--- config.mk ---
export PLATFORM = sky130hd
export DESIGN_NAME = cwap_ctrl
export DESIGN_NICKNAME = d
export VERILOG_FILES = /design/src/hw/rtl/cid_width_array_parser_defines.svh /design/src/hw/rtl/cwap_pkg.sv /design/src/hw/rtl/cwap_ctrl.sv
export SDC_FILE = /design/constraint.sdc
export NUM_CORES = 1
export LEC_CHECK = 0
export BUFFER_PORTS_ARGS = -buffer_cell sky130_fd_sc_hd__buf_2
export CAP_MARGIN = 30
export CORE_MARGIN = 5
export CORE_UTILIZATION = 53
export CTS_CLUSTER_DIAMETER = 30
export DETAILED_ROUTE_END_ITERATION = 7
export PLACE_DENSITY = 0.84
export SLEW_MARGIN = 30
export SYNTH_ARGS = -nofsm -noshare
export SYNTH_HDL_FRONTEND = slang
export SYNTH_SLANG_ARGS = --single-unit
--- constraint.sdc ---
create_clock -name clk -period 4 [get_ports clk]
set_input_delay 0.8 -clock clk [delete_from_list [all_inputs] [get_ports clk]]
set_output_delay 0.8 -clock clk [all_outputs]
set_load 0.01 [all_outputs]
--- src/hw/rtl/cid_width_array_parser_defines.svh ---
// Assertion macros for the CID width array parser.
`ifndef CID_WIDTH_ARRAY_PARSER_DEFINES_SVH
`define CID_WIDTH_ARRAY_PARSER_DEFINES_SVH
`ifndef SYNTHESIS
`define CWAP_ASSERT_IMPL(label, ante, cons) \
	label: assert property (@(posedge clk) disable iff (!arst_n) (ante) |-> (cons)) \
		else $error("cwap: assertion failed");
`define CWAP_ASSERT_NEXT(label, ante, cons) \
	label: assert property (@(posedge clk) disable iff (!arst_n) (ante) |=> (cons)) \
		else $error("cwap: assertion failed");
`else
`define CWAP_ASSERT_IMPL(label, ante, cons)
`define CWAP_ASSERT_NEXT(label, ante, cons)
`endif
`endif

--- src/hw/rtl/cwap_pkg.sv ---
// Types, constants and helpers shared by the CID width array parser.
`default_nettype none
package cwap_pkg;
	localparam int TABLE_DEPTH = 65536;
	localparam int WIDTH_BITS = 16;
	localparam int ADDR_W = $clog2(TABLE_DEPTH);
	localparam int SUB_W = 17;

	typedef enum logic [2:0] {
		OP_BEGIN = 3'd0,
		OP_TOP_INT = 3'd1,
		OP_OPEN_SUB = 3'd2,
		OP_SUB_INT = 3'd3,
		OP_CLOSE_SUB = 3'd4,
		OP_BAD_TOP = 3'd5,
		OP_BAD_SUB = 3'd6,
		OP_LOOKUP = 3'd7
	} op_t;

	typedef enum logic [2:0] {
		ST_OK = 3'd0,
		ST_SUB_PLACE = 3'd1,
		ST_SUB_TYPE = 3'd2,
		ST_BAD_ELEM = 3'd3,
		ST_RANGE = 3'd4,
		ST_IGNORED = 3'd5,
		ST_MALFORMED = 3'd6
	} status_t;

	typedef enum logic [1:0] {
		S_CLEAR,
		S_IDLE,
		S_FILL,
		S_LOOKUP
	} state_t;

	typedef struct packed {
		logic valid;
		logic [WIDTH_BITS-1:0] width;
	} entry_t;

	typedef struct packed {
		logic we;
		logic [ADDR_W-1:0] waddr;
		entry_t wdata;
		logic re;
		logic [ADDR_W-1:0] raddr;
	} mem_req_t;

	localparam longint WMAX = (longint'(1) << (WIDTH_BITS - 1)) - longint'(1);
	localparam longint WMIN = -WMAX - longint'(1);

	function automatic logic [WIDTH_BITS-1:0] sat_width(input logic signed [31:0] v);
		longint x;
		x = longint'(v);
		if (x > WMAX) begin
			x = WMAX;
		end
		if (x < WMIN) begin
			x = WMIN;
		end
		return x[WIDTH_BITS-1:0];
	endfunction

	function automatic logic [15:0] width_to_out(input logic [WIDTH_BITS-1:0] w);
		logic signed [31:0] x;
		x = 32'($signed(w));
		return x[15:0];
	endfunction
endpackage
`default_nettype wire

--- src/hw/rtl/cwap_ctrl.sv ---
// Token decoder, parser state and table sequencer (clear, range fill, lookup).
`default_nettype none
module cwap_ctrl (
	input wire logic clk,
	input wire logic arst_n,
	input wire logic start,
	output logic busy,
	input wire logic [2:0] opcode,
	input wire logic signed [31:0] token_value,
	input wire logic [15:0] lookup_cid,
	output logic done,
	output logic [2:0] status,
	output logic has_width,
	output logic signed [15:0] width_out,
	output cwap_pkg::mem_req_t req,
	input wire cwap_pkg::entry_t rdata
);
	import cwap_pkg::*;

	localparam logic signed [33:0] DEPTH_S = 34'(TABLE_DEPTH);
	localparam logic [ADDR_W-1:0] ADDR_MAX = ADDR_W'(TABLE_DEPTH - 1);
	localparam logic [SUB_W-1:0] SUB_MAX = '1;

	state_t state_q, state_d;
	logic [1:0] pend_q, pend_d;
	logic signed [31:0] first_q, first_d, last_q, last_d;
	logic in_sub_q, in_sub_d;
	logic [SUB_W-1:0] sub_idx_q, sub_idx_d;
	logic err_q, err_d;
	logic [ADDR_W-1:0] addr_q, last_addr_q;
	logic [WIDTH_BITS-1:0] fill_w_q;
	logic done_q, has_q;
	status_t status_q;
	logic [15:0] wout_q;

	logic accept, fill_start, emit;
	status_t res_status;
	logic signed [33:0] sub_cid;
	op_t op;

	assign op = op_t'(opcode);
	assign accept = start && (state_q == S_IDLE);
	assign sub_cid = 34'(first_q) + 34'($signed({1'b0, sub_idx_q}));

	always_ff @(posedge clk or negedge arst_n) begin
		if (!arst_n) begin
			state_q <= S_CLEAR;
		end else begin
			state_q <= state_d;
		end
	end

	always_comb begin
		state_d = state_q;
		busy = (state_q != S_IDLE);
		req = '0;
		pend_d = pend_q;
		first_d = first_q;
		last_d = last_q;
		in_sub_d = in_sub_q;
		sub_idx_d = sub_idx_q;
		err_d = err_q;
		res_status = ST_OK;
		emit = 1'b0;
		fill_start = 1'b0;
		unique case (state_q)
			S_CLEAR: begin
				req.we = 1'b1;
				req.waddr = addr_q;
				if (addr_q == ADDR_MAX) begin
					state_d = S_IDLE;
				end
			end
			S_FILL: begin
				req.we = 1'b1;
				req.waddr = addr_q;
				req.wdata.valid = 1'b1;
				req.wdata.width = fill_w_q;
				if (addr_q == last_addr_q) begin
					state_d = S_IDLE;
				end
			end
			S_LOOKUP: begin
				state_d = S_IDLE;
			end
			S_IDLE: begin
				if (accept) begin
					emit = 1'b1;
					if (op == OP_BEGIN) begin
						pend_d = 2'd0;
						in_sub_d = 1'b0;
						sub_idx_d = '0;
						err_d = 1'b0;
					end else if (op == OP_LOOKUP) begin
						if (32'(lookup_cid) >= TABLE_DEPTH) begin
							res_status = ST_RANGE;
						end else begin
							emit = 1'b0;
							req.re = 1'b1;
							req.raddr = lookup_cid[ADDR_W-1:0];
							state_d = S_LOOKUP;
						end
					end else if (err_q) begin
						res_status = ST_IGNORED;
					end else begin
						unique case (op)
							OP_TOP_INT: begin
								if (in_sub_q) begin
									res_status = ST_MALFORMED;
									err_d = 1'b1;
								end else if (pend_q == 2'd0) begin
									first_d = token_value;
									pend_d = 2'd1;
								end else if (pend_q == 2'd1) begin
									last_d = token_value;
									pend_d = 2'd2;
								end else begin
									pend_d = 2'd0;
									if (first_q <= last_q) begin
										if (first_q < 0 || 34'(last_q) >= DEPTH_S) begin
											res_status = ST_RANGE;
											err_d = 1'b1;
										end else begin
											fill_start = 1'b1;
											state_d = S_FILL;
										end
									end
								end
							end
							OP_OPEN_SUB: begin
								if (in_sub_q) begin
									res_status = ST_MALFORMED;
									err_d = 1'b1;
								end else if (pend_q != 2'd1) begin
									res_status = ST_SUB_PLACE;
									err_d = 1'b1;
								end else begin
									in_sub_d = 1'b1;
									sub_idx_d = '0;
								end
							end
							OP_SUB_INT: begin
								if (!in_sub_q) begin
									res_status = ST_MALFORMED;
									err_d = 1'b1;
								end else if (sub_cid < 0 || sub_cid >= DEPTH_S) begin
									res_status = ST_RANGE;
									err_d = 1'b1;
								end else begin
									req.we = 1'b1;
									req.waddr = sub_cid[ADDR_W-1:0];
									req.wdata.valid = 1'b1;
									req.wdata.width = sat_width(token_value);
									if (sub_idx_q != SUB_MAX) begin
										sub_idx_d = sub_idx_q + 1'b1;
									end
								end
							end
							OP_CLOSE_SUB: begin
								if (!in_sub_q) begin
									res_status = ST_MALFORMED;
									err_d = 1'b1;
								end else begin
									in_sub_d = 1'b0;
									if (sub_idx_q != '0) begin
										pend_d = 2'd0;
									end
									sub_idx_d = '0;
								end
							end
							OP_BAD_TOP: begin
								res_status = in_sub_q ? ST_MALFORMED : ST_BAD_ELEM;
								err_d = 1'b1;
							end
							default: begin
								res_status = in_sub_q ? ST_SUB_TYPE : ST_MALFORMED;
								err_d = 1'b1;
							end
						endcase
					end
				end
			end
			default: begin
				state_d = S_IDLE;
			end
		endcase
	end

	always_ff @(posedge clk or negedge arst_n) begin
		if (!arst_n) begin
			pend_q <= 2'd0;
			first_q <= '0;
			last_q <= '0;
			in_sub_q <= 1'b0;
			sub_idx_q <= '0;
			err_q <= 1'b0;
			addr_q <= '0;
			done_q <= 1'b0;
		end else begin
			pend_q <= pend_d;
			first_q <= first_d;
			last_q <= last_d;
			in_sub_q <= in_sub_d;
			sub_idx_q <= sub_idx_d;
			err_q <= err_d;
			done_q <= emit || (state_q == S_LOOKUP);
			if (fill_start) begin
				addr_q <= first_q[ADDR_W-1:0];
			end else if (state_q == S_CLEAR || state_q == S_FILL) begin
				addr_q <= addr_q + 1'b1;
			end
		end
	end

	always_ff @(posedge clk) begin
		if (fill_start) begin
			last_addr_q <= last_q[ADDR_W-1:0];
			fill_w_q <= sat_width(token_value);
		end
		if (emit) begin
			status_q <= res_status;
			has_q <= 1'b0;
			wout_q <= '0;
		end else if (state_q == S_LOOKUP) begin
			status_q <= ST_OK;
			has_q <= rdata.valid;
			wout_q <= rdata.valid ? width_to_out(rdata.width) : 16'd0;
		end
	end

	assign done = done_q;
	assign status = status_q;
	assign has_width = has_q;
	assign width_out = $signed(wout_q);
endmodule
`default_nettype wire

======== Word-level counts from Yosys, hierarchy flattened ========
Cells that the tools add are included.
storage, ports and cells
  register bits after elaboration ......... 156
operators by class
  equal/unequal tests ..................... 36
  add/subtract/negate cells ............... 3
  order comparisons ....................... 8
  multiplexer cells ....................... 112
  bitwise operators ....................... 5
  reductions and logical operators ........ 22
operator list
  kind                   number
  $mux 64                10
  $mux 17                11
  $mux 34                5
  $lt 64x16->1 const B   2
  $mux 51                2
  $pmux 17 s2            2
  $mux 16                4
  $mux 3                 18
  $pmux 17 s3            1
  $mux 2                 20
  $mux 1                 34
  $add 32x18->33         1
  $ge 33x18->1 const B   1
  $lt 33x1->1 const B    1
  $ne 3x3->1 const B     11
  $ge 32x18->1 const B   1
  $gt 32x16->1 const B   1
  $le 32x32->1           1
  $lt 32x1->1 const B    1
  $reduce_and 11->1      2
  $add 17x1->17 const B  1
  $ne 17x17->1 const B   1
  $reduce_bool 17->1     1
  $add 16x1->16 const B  1
  other kinds (29)       53

======== Depth between registers and ports, before layout ========
  depth in word-level cells ............... 21
  mapped depth ............................ 16
  mapped depth without buffers ............ 15

======== Least setup slack after synthesis ========
OpenSTA, ideal clock, no wires.
  kind .................................... flip-flop to output port
  from .................................... register sub_idx_q[0]
  to ...................................... output req[34] in the netlist's numbering
  buffers on the path ..................... 1
  slack ................................... -0.227 ns
  cell stages (with the launch flop) ...... 12
  arrival ................................. 3.427 ns
  cell sequence ........................... dfrtp_1 ha_1 fa_1 a211oi_2 o21ai_1 a221oi_2 nor3_1 or4_4 nor4_4 nand4_4 buf_6 o21ai_0
RTL lines
  item                    RTL line          RTL
  start, declared         cwap_ctrl.sv:28   logic [SUB_W-1:0] sub_idx_q, sub_idx_d;
  start signal, assigned  cwap_ctrl.sv:204  sub_idx_q <= sub_idx_d;
  end, declared           cwap_ctrl.sv:15   output cwap_pkg::mem_req_t req,

==> reports/metrics.cfg <==
[final_layout]
post-route-util_pct = 68.84
fin_nets = 1413
area_growth_pct = 26.95
drive_above_1_share_pct = 33.80
stdcell_area_sq_um = 13010
stdcell_count = 1557
final_cell_mix = 127 x buf_2, 124 x buf_4, 114 x nand2_1
mostFrequentLayoutCell = buf_2

[route]
first_pass_iters = 5
drt_wl_total_microns = 33150
vias_per_cell = 6.155
vias = 9583
route.detailed.drc = 0
drtIter0Drc = 1127
postRouteAntennaNets = 0
wl_per_cell_microns = 21.29

[critical_path]
worstSetupEndpointType = primary output
cp_max_fo = 8
rrSetupSlack_ns = 0.34
path_class = reg -> out
cp.arrival_ns = 3.94
r2r_cells = 13
worstReg2RegEnd = sub_idx_q[1]
cp-startpoint = first_q[1]
cp-start-kind = flop
cp_data_required_time_ns = 3.20
r2r_start = first_q[1]

[power]
p_per_area_nw_per_um2 = 574.9
pwr-share-clk_pct = 21.5
switching_share_pct = 40.08
combPwrFrac_pct = 43.8
p_leak_nw = 6.159
power.switching_mw = 2.997
p_int_mw = 4.480
total_power_mw = 7.478
peakVddDrop_v = 0.0004711
pwr-share-seq_pct = 34.6

[global_route]
antenna_found_initial = 0
grtUsageTotal_pct = 28.99
grt_pass1_vias = 9362
globalRouteOverflowTotal = 0
grt_max_degree = 56
grt_pass1_wl_microns = 51030

[sta]
setup_viol = 34
tightest_slew_ns = 1.012
fmax_ghz = 0.2111
fin_crit_ns = 4.738
slew_headroom_pct = 32.54
fin_worst_skew_ns = 0.007446
rsz0062_at_grt = yes
drv_slew = 0
fin_tns_setup_ns = -22.57
final_hold_viol_count = 0
fin_crit_sh_pct = 118.5
final.setup.worst_slack_ns = -0.7381

[cts]
cts_made_buffers = 17
cts.reportedPaths.clkPinSlew_ns = 0.07
cts_tree = built
cts_max_level = 4
root_buffer = clkbuf_16
cts_max_path_buffers = 2
insertion_delay_ns = 0.43
clkSinkCount = 156

[logic_synthesis]
ys.warnings.count = 0
synth-edff-count = 35
synth.ff_latch_count = 156
syn_nets = 1169
synth_top_area_share_pct = 25.40
syn_inst = 1039
synth.cell_area_sq_um = 10240
synth_cell_type_count = 87
synth_area_per_cell_sq_um = 9.860
synthFlopType = dfrtp_1
ys_seq_area_share_pct = 38.98
ys_async_sr_fraction_pct = 66.67
synth_area_leaders = dfrtp_1 25%, edfxtp_1 10%, mux2_2 8.7%, ha_1 7.1%, nand2_1 4.2%
yosysTopAreaCell = dfrtp_1

[die]
start_util_pct = 54.23
fp.dieH_microns = 149.0
die_w_microns = 149.0
rows = 50
io_pins = 144
dieArea_sq_um = 22210
coreArea_sq_um = 18890

[status]
violations = setup timing
status = finished with violations

[flow_run]
max_cap_viol_count = 0

[placement]
dp_hpwl_microns = 23440
dp_cells = 1509
portBuffers = 143
place.gp.congestion = 0.9978
place_area_sq_um = 11970

[hold_path]
hold_path.class = in -> async

[power groups by stage]
stage	combinational, mW	sequential, mW	clock, mW
2_1_floorplan	2.01	2.39	0
3_3_place_gp	2.93	2.54	0
3_5_place_dp	3.05	2.57	0
4_1_cts	3.15	2.56	1.61
5_1_grt	3.57	2.64	1.68
6_report	3.28	2.59	1.61
[Yosys cell counts (11+ instances only)]
library cell,instances
edfxtp_1,35
o31ai_1,12
mux2i_1,16
inv_1,61
a22o_2,11
xor2_1,31
nor2_1,43
and2_1,19
nand4_1,31
nand2b_1,14
mux2_2,79
a22o_1,22
nand3_1,20
nand2_1,114
nor3_1,15
clkbuf_1,26
ha_1,58
and3_1,28
nor4_1,24
dfxtp_1,17
a21oi_1,37
xnor2_1,15
o21ai_0,35
dfrtp_1,104
[area by class of cell]
| cell class | instances | area (sq um) |
|---|---|---|
| antenna | 1 | 2.502 |
| clock buffer | 19 | 432.9 |
| clock inverter | 13 | 141.4 |
| fill | 1377 | 5887 |
| inverter | 61 | 229.0 |
| multi-input combinational | 771 | 5958 |
| sequential | 156 | 3994 |
| tap | 260 | 325.3 |
| timing repair buffer | 276 | 1923 |
[cells by family (layout without fill, tap and decap cells)]
family	count (synthesis)	count (layout)	share of synthesized area, %
AO/OA/AOI/OAI	216	216	15.79
multiplexers	95	95	10.25
XOR/XNOR	46	46	3.933
buffers and inverters	112	369	5.325
flip-flops	156	156	38.98
other	0	1	0
adder cells (fa/ha/maj)	60	60	7.377
AND/OR/NAND/NOR	354	354	18.34
[sequential cells by signal, indices dropped and copies added (netlist names)]
signal       cells
width_out       16
status           3
err_q            1
fill_w_q        16
last_q          32
done             1
in_sub_q         1
first_q         32
last_addr_q     16
pend_q           2
state_q          2
sub_idx_q       17
has_width        1
addr_q          16
[critical path, cell delays in order, from the launching register on]
cell and delay, ns:
dfrtp_1 0.47, ha_1 0.36, a211oi_1 0.24, buf_4 0.17
o21ai_0 0.13, nand4_1 0.19, nor4b_1 0.40, o2111ai_2 0.24
nor4_4 0.39, buf_4 0.18, and4_4 0.31, clkbuf_16 0.20
a22o_4 0.12, buf_6 0.10
[layer usage]
metal  vias up  GRT usage, %  part of all wire [%]
met4         0         10.30                   3.1
met2       530         46.21                    48
li1       4338             -                     -
met5         -             0                     0
met1      4637         39.86                    40
met3        78         5.196                   8.6
[through the flow]
stage          hold slack, ns  setup WS [ns]
2_1_floorplan          0.4411      0.0008811
3_3_place_gp           0.4336        -0.1119
5_1_grt                0.4849        -0.8290
4_1_cts                0.4535        -0.5975
3_5_place_dp           0.4437        -0.1918
6_report               0.4272        -0.7381
[timing repair]
item	in CTS	in global routing
gates cloned	1	2
setup endpoints to repair	34	34
setup buffers	8	3
pin swaps	0	7
hold buffers	0	0
resized for setup	22	28
[worst max path at each step]
stage | cells past startpoint | endpoint
floorplan | 11 | req[43]
global placement | 13 | req[41]
detailed placement | 13 | req[39]
CTS | 14 | req[49]
global route | 12 | req[31]
finish | 13 | req[31]
(Power assumes the default switching activity.)
